<file path="src/sv/stereo_mix_accumulator_macros.svh">
// Assertion macros used by the back part of the stereo mix accumulator RTL.
// Depends on nothing; the checks are left out when SYNTH is defined.
`ifndef STEREO_MIX_ACCUMULATOR_MACROS_SVH
`define STEREO_MIX_ACCUMULATOR_MACROS_SVH

`ifndef SYNTH
`define SMA_ASSERT_IMPLIES(label, clk, rst_n, ante, cons, msg) \
    label: assert property (@(posedge clk) disable iff (!rst_n) (ante) |-> (cons)) \
        else $error(msg);
`define SMA_ASSERT_NEXT(label, clk, rst_n, ante, cons, msg) \
    label: assert property (@(posedge clk) disable iff (!rst_n) (ante) |=> (cons)) \
        else $error(msg);
`else
`define SMA_ASSERT_IMPLIES(label, clk, rst_n, ante, cons, msg)
`define SMA_ASSERT_NEXT(label, clk, rst_n, ante, cons, msg)
`endif

`endif

</file>
<file path="src/sv/sma_pkg.sv">
// Types, constants and saturation helpers for the stereo mix accumulator.
// Depends on nothing; the design files use it by scoped names, the testbench imports it.
package sma_pkg;

    localparam int SAMPLE_W    = 16;
    localparam int GAIN_W      = 8;
    localparam int SUM_W       = 24;
    localparam int QUEUE_DEPTH = 2;

    localparam logic [7:0] U8_CENTRE = 8'd128;

    localparam logic signed [SUM_W:0] SUM_MAX = 25'sd8388607;
    localparam logic signed [SUM_W:0] SUM_MIN = -25'sd8388608;
    localparam logic signed [SUM_W-1:0] OUT_MAX = 24'sd32767;
    localparam logic signed [SUM_W-1:0] OUT_MIN = -24'sd32768;

    typedef enum logic [1:0] {
        FMT_U8_MONO    = 2'd0,
        FMT_S16_MONO   = 2'd1,
        FMT_S16_STEREO = 2'd2
    } fmt_t;

    typedef struct packed {
        logic [SAMPLE_W-1:0] raw_left;
        logic [SAMPLE_W-1:0] raw_right;
        logic [1:0]          sample_format;
        logic [GAIN_W-1:0]   gain_left;
        logic [GAIN_W-1:0]   gain_right;
        logic                present;
        logic                frame_end;
    } sample_t;

    typedef struct packed {
        logic signed [SAMPLE_W-1:0] mixed_left;
        logic signed [SAMPLE_W-1:0] mixed_right;
    } mix_t;

    typedef struct packed {
        logic signed [SAMPLE_W-1:0] scaled_left;
        logic signed [SAMPLE_W-1:0] scaled_right;
        logic                       frame_end;
    } term_t;

    function automatic logic signed [SUM_W-1:0] sat_add(
        input logic signed [SUM_W-1:0]    acc,
        input logic signed [SAMPLE_W-1:0] add
    );
        logic signed [SUM_W:0] total;
        total = {acc[SUM_W-1], acc} + {{(SUM_W + 1 - SAMPLE_W){add[SAMPLE_W-1]}}, add};
        if (total > SUM_MAX)
        begin
            return SUM_MAX[SUM_W-1:0];
        end
        else if (total < SUM_MIN)
        begin
            return SUM_MIN[SUM_W-1:0];
        end
        return total[SUM_W-1:0];
    endfunction

    function automatic logic signed [SAMPLE_W-1:0] clamp_out(
        input logic signed [SUM_W-1:0] value
    );
        if (value > OUT_MAX)
        begin
            return OUT_MAX[SAMPLE_W-1:0];
        end
        else if (value < OUT_MIN)
        begin
            return OUT_MIN[SAMPLE_W-1:0];
        end
        return value[SAMPLE_W-1:0];
    endfunction

endpackage

</file>
<file path="src/sv/sma_stream_if.sv">
// Valid/ready stream channel carrying one item of a chosen payload type.
// Depends on nothing; payload types come from sma_pkg at instantiation.
interface sma_stream_if #(
    parameter type payload_t = logic
);
    logic     valid;
    logic     ready;
    payload_t data;

    modport source (output valid, output data, input ready);
    modport sink (input valid, input data, output ready);
endinterface

</file>
<file path="src/sv/sma_front.sv">
// Front part: decodes the sample format and applies both gains per item.
// Depends on sma_pkg and sma_stream_if.
module sma_front (
    sma_stream_if.sink   samples,
    sma_stream_if.source terms
);

    localparam int SW = sma_pkg::SAMPLE_W;
    localparam int GW = sma_pkg::GAIN_W;

    sma_pkg::sample_t           item;
    logic signed [SW-1:0]       sample_left;
    logic signed [SW-1:0]       sample_right;
    logic signed [SW+GW:0]      prod_left;
    logic signed [SW+GW:0]      prod_right;
    sma_pkg::term_t             term;

    assign item = samples.data;

    always_comb
    begin
        unique case (sma_pkg::fmt_t'(item.sample_format))
            sma_pkg::FMT_U8_MONO:
            begin
                sample_left  = {item.raw_left[7:0] - sma_pkg::U8_CENTRE, 8'h00};
                sample_right = sample_left;
            end
            sma_pkg::FMT_S16_MONO:
            begin
                sample_left  = item.raw_left;
                sample_right = item.raw_left;
            end
            default:
            begin
                sample_left  = item.raw_left;
                sample_right = item.raw_right;
            end
        endcase
    end

    assign prod_left  = sample_left * $signed({1'b0, item.gain_left});
    assign prod_right = sample_right * $signed({1'b0, item.gain_right});

    always_comb
    begin
        term.frame_end = item.frame_end;
        if (item.present)
        begin
            term.scaled_left  = prod_left[SW+GW-1:GW];
            term.scaled_right = prod_right[SW+GW-1:GW];
        end
        else
        begin
            term.scaled_left  = '0;
            term.scaled_right = '0;
        end
    end

    assign terms.valid   = samples.valid;
    assign terms.data    = term;
    assign samples.ready = terms.ready;

endmodule

</file>
<file path="src/sv/sma_fifo.sv">
// Short queue of scaled terms between the front and the back parts.
// Depends on sma_pkg and sma_stream_if.
module sma_fifo #(
    parameter int DEPTH = sma_pkg::QUEUE_DEPTH
) (
    input  logic         clk,
    input  logic         rst_n,
    sma_stream_if.sink   wr,
    sma_stream_if.source rd
);

    localparam int PTR_W = (DEPTH > 1) ? $clog2(DEPTH) : 1;
    localparam int CNT_W = $clog2(DEPTH + 1);
    localparam logic [PTR_W-1:0] LAST_PTR = PTR_W'(DEPTH - 1);
    localparam logic [CNT_W-1:0] FULL_CNT = CNT_W'(DEPTH);

    sma_pkg::term_t   mem_reg [DEPTH];
    logic [PTR_W-1:0] wr_ptr_reg;
    logic [PTR_W-1:0] wr_ptr_next;
    logic [PTR_W-1:0] rd_ptr_reg;
    logic [PTR_W-1:0] rd_ptr_next;
    logic [CNT_W-1:0] count_reg;
    logic [CNT_W-1:0] count_next;
    logic             push;
    logic             pop;

    assign wr.ready = (count_reg != FULL_CNT);
    assign rd.valid = (count_reg != '0);
    assign rd.data  = mem_reg[rd_ptr_reg];
    assign push     = wr.valid && wr.ready;
    assign pop      = rd.valid && rd.ready;

    always_comb
    begin
        wr_ptr_next = wr_ptr_reg;
        rd_ptr_next = rd_ptr_reg;
        count_next  = count_reg;
        if (push)
        begin
            wr_ptr_next = (wr_ptr_reg == LAST_PTR) ? '0 : wr_ptr_reg + 1'b1;
        end
        if (pop)
        begin
            rd_ptr_next = (rd_ptr_reg == LAST_PTR) ? '0 : rd_ptr_reg + 1'b1;
        end
        if (push && !pop)
        begin
            count_next = count_reg + 1'b1;
        end
        else if (pop && !push)
        begin
            count_next = count_reg - 1'b1;
        end
    end

    always_ff @(posedge clk or negedge rst_n)
    begin
        if (!rst_n)
        begin
            wr_ptr_reg <= '0;
            rd_ptr_reg <= '0;
            count_reg  <= '0;
        end
        else
        begin
            wr_ptr_reg <= wr_ptr_next;
            rd_ptr_reg <= rd_ptr_next;
            count_reg  <= count_next;
        end
    end

    always_ff @(posedge clk)
    begin
        if (push)
        begin
            mem_reg[wr_ptr_reg] <= wr.data;
        end
    end

endmodule

</file>
<file path="src/sv/sma_back.sv">
// Back part: saturating accumulation of terms and the frame result register.
// Depends on sma_pkg, sma_stream_if and the assertion macro header.
`include "stereo_mix_accumulator_macros.svh"

module sma_back (
    input  logic         clk,
    input  logic         rst_n,
    sma_stream_if.sink   terms,
    sma_stream_if.source mix
);

    localparam int SUM_W = sma_pkg::SUM_W;

    sma_pkg::term_t          head;
    logic signed [SUM_W-1:0] sum_left_reg;
    logic signed [SUM_W-1:0] sum_left_next;
    logic signed [SUM_W-1:0] sum_right_reg;
    logic signed [SUM_W-1:0] sum_right_next;
    logic signed [SUM_W-1:0] add_left;
    logic signed [SUM_W-1:0] add_right;
    logic                    out_valid_reg;
    logic                    out_valid_next;
    sma_pkg::mix_t           out_data_reg;
    sma_pkg::mix_t           out_data_next;
    logic                    pop;

    assign head        = terms.data;
    assign terms.ready = !head.frame_end || !out_valid_reg || mix.ready;
    assign pop         = terms.valid && terms.ready;
    assign add_left    = sma_pkg::sat_add(sum_left_reg, head.scaled_left);
    assign add_right   = sma_pkg::sat_add(sum_right_reg, head.scaled_right);

    always_comb
    begin
        sum_left_next  = sum_left_reg;
        sum_right_next = sum_right_reg;
        out_valid_next = out_valid_reg && !mix.ready;
        out_data_next  = out_data_reg;
        if (pop)
        begin
            if (head.frame_end)
            begin
                sum_left_next             = '0;
                sum_right_next            = '0;
                out_valid_next            = 1'b1;
                out_data_next.mixed_left  = sma_pkg::clamp_out(add_left);
                out_data_next.mixed_right = sma_pkg::clamp_out(add_right);
            end
            else
            begin
                sum_left_next  = add_left;
                sum_right_next = add_right;
            end
        end
    end

    always_ff @(posedge clk or negedge rst_n)
    begin
        if (!rst_n)
        begin
            sum_left_reg  <= '0;
            sum_right_reg <= '0;
            out_valid_reg <= 1'b0;
        end
        else
        begin
            sum_left_reg  <= sum_left_next;
            sum_right_reg <= sum_right_next;
            out_valid_reg <= out_valid_next;
        end
    end

    always_ff @(posedge clk)
    begin
        out_data_reg <= out_data_next;
    end

    assign mix.valid = out_valid_reg;
    assign mix.data  = out_data_reg;

    `SMA_ASSERT_NEXT(a_sums_cleared, clk, rst_n, pop && head.frame_end, (sum_left_reg == '0) && (sum_right_reg == '0), "Sums not cleared after frame end.")
    `SMA_ASSERT_NEXT(a_result_loaded, clk, rst_n, pop && head.frame_end, out_valid_reg, "Frame result not loaded.")
    `SMA_ASSERT_IMPLIES(a_no_overwrite, clk, rst_n, terms.valid && head.frame_end && out_valid_reg && !mix.ready, !terms.ready, "Frame end taken while result is stalled.")

endmodule

</file>
<file path="src/sv/stereo_mix_accumulator.sv">
// Top level of the stereo mix accumulator: front, queue and back part.
// Depends on sma_pkg, sma_stream_if, sma_front, sma_fifo and sma_back.
//
// The block takes one channel contribution per clock cycle while its queue
// has room and returns one saturated stereo result for each item marked
// frame end, through the queue and the back part's result register. The rate
// is set by the two gain multipliers in the front part and the 24-bit
// saturating accumulator in the back part, each handling one item per cycle
// unless held by back-pressure. A queue of QUEUE_DEPTH scaled items decouples
// the two, so input keeps flowing while a finished frame result waits to be
// taken; input stalls only once that queue is full behind a stalled result.
module stereo_mix_accumulator #(
    parameter int QUEUE_DEPTH = sma_pkg::QUEUE_DEPTH
) (
    input  logic         clk,
    input  logic         rst_n,
    sma_stream_if.sink   samples,
    sma_stream_if.source mix
);

    sma_stream_if #(.payload_t(sma_pkg::term_t)) front_terms ();
    sma_stream_if #(.payload_t(sma_pkg::term_t)) queued_terms ();

    sma_front u_front (
        .samples (samples),
        .terms   (front_terms)
    );

    sma_fifo #(
        .DEPTH (QUEUE_DEPTH)
    ) u_fifo (
        .clk   (clk),
        .rst_n (rst_n),
        .wr    (front_terms),
        .rd    (queued_terms)
    );

    sma_back u_back (
        .clk   (clk),
        .rst_n (rst_n),
        .terms (queued_terms),
        .mix   (mix)
    );

endmodule

</file>
<file path="src/flat_wrapper.sv">
// flat-port wrapper written by rule: the top's interface ports become plain ports
module stereo_mix_accumulator_flat import sma_pkg::*;
#(
    parameter int QUEUE_DEPTH = sma_pkg::QUEUE_DEPTH
)
  (clk, rst_n, samples_valid, samples_data, samples_ready, mix_valid, mix_data, mix_ready);
  sma_stream_if #(.payload_t(sample_t)) samples_i ();
  sma_stream_if #(.payload_t(mix_t)) mix_i ();
  input  logic clk;
  input  logic rst_n;
  input wire logic [$bits(samples_i.valid)-1:0] samples_valid;
  input wire logic [$bits(samples_i.data)-1:0] samples_data;
  output wire logic [$bits(samples_i.ready)-1:0] samples_ready;
  output wire logic [$bits(mix_i.valid)-1:0] mix_valid;
  output wire logic [$bits(mix_i.data)-1:0] mix_data;
  input wire logic [$bits(mix_i.ready)-1:0] mix_ready;
  assign samples_i.valid = samples_valid;
  assign samples_i.data = samples_data;
  assign samples_ready = samples_i.ready;
  assign mix_valid = mix_i.valid;
  assign mix_data = mix_i.data;
  assign mix_i.ready = mix_ready;
  stereo_mix_accumulator #(.QUEUE_DEPTH(QUEUE_DEPTH)) u_core (.clk(clk), .rst_n(rst_n), .samples(samples_i), .mix(mix_i));
endmodule
</file>
<file path="config.mk">
export PLATFORM = sky130hd
export DESIGN_NAME = stereo_mix_accumulator_flat
export DESIGN_NICKNAME = d
export VERILOG_FILES = /design/src/sv/sma_pkg.sv /design/src/sv/sma_stream_if.sv /design/src/sv/sma_front.sv /design/src/sv/sma_fifo.sv /design/src/sv/sma_back.sv /design/src/sv/stereo_mix_accumulator.sv /design/src/flat_wrapper.sv
export VERILOG_INCLUDE_DIRS = /design/src /design/src/sv
export SDC_FILE = /design/constraint.sdc
export NUM_CORES = 1
export LEC_CHECK = 0
export BUFFER_PORTS_ARGS = -buffer_cell sky130_fd_sc_hd__clkbuf_2
export CELL_PAD_IN_SITES_DETAIL_PLACEMENT = 0
export CELL_PAD_IN_SITES_GLOBAL_PLACEMENT = 1
export CORE_ASPECT_RATIO = 2
export CORE_MARGIN = 5
export CORE_UTILIZATION = 45
export DETAILED_ROUTE_END_ITERATION = 10
export GPL_TIMING_DRIVEN = 0
export PLACE_DENSITY_LB_ADDON = 0.3
export SETUP_SLACK_MARGIN = 0.05
export SYNTH_ARGS = -nofsm -noshare
export SYNTH_HDL_FRONTEND = slang
export SYNTH_SLANG_ARGS = --single-unit
</file>
<file path="constraint.sdc">
create_clock -name clk -period 6.11 [get_ports clk]
set_input_delay 1.5275 -clock clk [delete_from_list [all_inputs] [get_ports clk]]
set_output_delay 1.5275 -clock clk [all_outputs]
set_load 0.05 [all_outputs]
</file>
==> reports/metrics.yaml <==
worstPathRequired_ns: 6.30
wl_per_cell_um: 18.1
cp_max_fo: 8
ant_nets: 0
synth_compound_area_share_pct: 12.5
worstMarginPinSlew_ns: 0.980
stdcell_count: 2592
rr_startpoint: "u_core.u_fifo.rd_ptr_reg"
yosysTopAreaCell: "fa_1"
core_area_um2: 39300
worst_setup_path_start_kind: "input pin"
die-area_um2: 43900
synth_area_leaders: "fa_1, edfxtp_1, ha_1"
hold_start: "u_core.u_back.sum_right_reg[3]"
fin_crit_sh_pct: 109
reg2reg_to: "u_core.u_back.mix.data[17]"
drive_above_1_share_pct: 21.4
clock-sinks: 151
synth-xor-area-share_pct: 3.54
grt_pass1_vias: 15100
die_h_um: 291
tns_ns: -10.14
min_path_type: "reg -> reg"
clockRootBuffer: "clkbuf_16"
worstSetupEndpointType: "register"
synthCells: 1880
globalplace.congestion: 0.889
row_count: 103
antenna_found_initial: 1
dp.cells: 2492
grt_start_max_net_pins: 54
io_buffers: 86
synth_adder_area_share_pct: 32.1
yosysWarnings: 0
clkLatencyLatePin_ns: 0.44
post-route-drc-count: 0
worstRegToRegCells: 16
tritoncts: "built"
holdPathStages: 2
grt_setup_unrepaired: "yes"
initial_core_util_pct: 45.3
die_w_um: 151
status: "finished, violations left"
cts_max_level: 4
min_to: "u_core.u_back.sum_right_reg[3]"
cts_buffers: 17
dp.final_hpwl_mm: 38.5
gr-total-overflow: 0
routed_via_density: 5.34
fin_skew_ns: 0.0117
ys_seq_area_share_pct: 24.0
vias: 13800
synth-async-reset-ratio_pct: 35.1
grt_use_total_pct: 21.9
synthFlopType: "edfxtp_1"
drtIter0Drc: 629
largest_register_ffs: 66
synth_top_family_by_area: "adder cells"
synth_top_area_share_pct: 22.5
synth-edff-count: 98
syn_to_final_growth_pct: 18.0
post-route-min-period_ns: 6.67
setup_viol: 42
maxCapViolations: 0
reg2reg_slack_ns: 0.62
clk_pin_slew_ns: 0.06
slew_viol_final: 0
netlist_area_um2: 17800
fin_util_pct: 53.5
synth.area.mux_share_pct: 3.04
arrival_ns: 6.86
hold_violations: 0
synth_simple_gate_area_share_pct: 16.7
failed_checks: "setup timing"
post-place-ws_ns: -2.00
ys_types: 92
syn_avg_cell_area_um2: 9.48
grt_pass1_wl_mm: 76.3
synth_nets: 2271
firstDrtPassIters: 5
fin_ws_ns: -0.563
worst_slew_margin_rel_pct: 34.2
nFillCells: 3621
ios: 90
critPathKind: "in -> reg"
synth_seq_cells: 151
fmax_mhz: 150
routed_wl_mm: 47.0
nets: 2444
ctsLongestPathBuffers: 2
-- cell usage after synthesis (5+ instances only) --
| library cell | count |
|---|---|
| mux2_2 | 41 |
| a31oi_1 | 9 |
| o31ai_1 | 6 |
| nand4_1 | 12 |
| xor2_1 | 28 |
| ha_1 | 135 |
| clkbuf_1 | 61 |
| o21ai_1 | 33 |
| o21ai_0 | 86 |
| a211oi_1 | 7 |
| edfxtp_1 | 98 |
| inv_1 | 283 |
| nor2b_1 | 18 |
| o21a_1 | 14 |
| and3b_1 | 5 |
| a21oi_1 | 78 |
| nor3_1 | 19 |
| nor4_1 | 7 |
| nand2_1 | 179 |
| and3_1 | 45 |
| fa_1 | 200 |
| nor3b_1 | 7 |
| o21bai_1 | 9 |
| buf_6 | 9 |
| nand2b_1 | 11 |
| xnor2_1 | 44 |
| dfrtp_1 | 53 |
| mux2i_1 | 8 |
| a21o_1 | 20 |
| and2_1 | 128 |
| or2_2 | 7 |
| o21ai_2 | 9 |
| a22o_1 | 8 |
| nor2_1 | 64 |
| nand3_1 | 39 |
-- cell type report --
type	instances	area (um^2)	share of cell area, %
Clock buffer	17	425	2.02
Clock inverter	15	120	0.571
Antenna cell	1	2.50	0.0119
Inverter	283	1060	5.05
Buffer	78	559	2.66
Tap cell	525	657	3.12
Timing Repair Buffer	155	1080	5.12
Sequential cell	151	4270	20.3
Multi-Input combinational cell	1367	12900	61.2
-- how the worst max path moves through the flow --
stage / slack, ns / end / startpoint
6_report: -0.56 / u_core.u_fifo.mem_reg[1][32] / samples_data[19]
2_1_floorplan: -0.72 / u_core.u_fifo.mem_reg[0][32] / samples_data[19]
5_1_grt: -0.73 / u_core.u_fifo.mem_reg[0][32] / samples_data[19]
3_5_place_dp: -2.00 / u_core.u_fifo.mem_reg[0][16] / samples_data[40]
3_3_place_gp: -1.92 / u_core.u_fifo.mem_reg[0][16] / samples_data[40]
4_1_cts: -0.66 / u_core.u_fifo.mem_reg[0][16] / samples_data[19]
-- repair_timing --
action	in CTS	in global routing
endpoints found under the setup margin	62	61
resized for setup	90	115
hold buffers	0	0
pin swaps	37	72
buffers inserted	43	23
cloned	1	3
-- cells by family after synthesis --
logic type | after synthesis
AND/OR/NAND/NOR | 570
buffers and inverters | 362
AO/OA/AOI/OAI | 338
adder cells (fa/ha/maj) | 338
flip-flops | 151
XOR/XNOR | 72
multiplexers | 49
-- per-stage QoR --
step,hold WS [ns],instance area [um^2]
final,0.489,21000
after global routing,0.526,21000
after CTS,0.494,20400
after detailed placement,0.478,19100
after global placement,0.470,19100
after floorplan,0.445,18000
-- critical path, cell delays in order --
cell,delay [ns]
clkbuf_16,0.13
clkbuf_16,0.15
or2_4,0.27
buf_12,0.14
clkbuf_16,0.15
mux2_4,0.36
and2_4,0.18
fa_2,0.44
fa_1,0.49
inv_1,0.06
fa_1,0.55
inv_1,0.06
fa_2,0.46
ha_2,0.21
a211o_1,0.31
nor4_2,0.18
a21oi_2,0.10
nand4_1,0.14
a311oi_2,0.13
o21a_1,0.24
o21a_1,0.22
nor3_1,0.15
and3b_1,0.20
-- routing by layer --
layer	vias to the layer above	part of all wire, %	track usage, %
met5	-	0	0
met4	0	5.4	9.94
met3	119	2.9	2.27
met2	352	57	43.4
met1	6769	34	22.2
li1	6604	-	-
-- cell usage in the layout (no fill, tap or decap), types with 35 or more instances in the layout --
cell type	count
inv_1	274
fa_1	190
nand2_1	164
ha_1	125
and2_1	115
edfxtp_1	98
clkbuf_2	90
o21ai_0	82
a21oi_1	62
buf_4	59
nor2_1	59
dfrtp_1	53
and3_1	43
xnor2_1	42
clkbuf_1	41
nand3_1	36
mux2_2	35
Power is not shown: default switching activity piles up to over one toggle a cycle in this logic, so the estimate is an artifact.
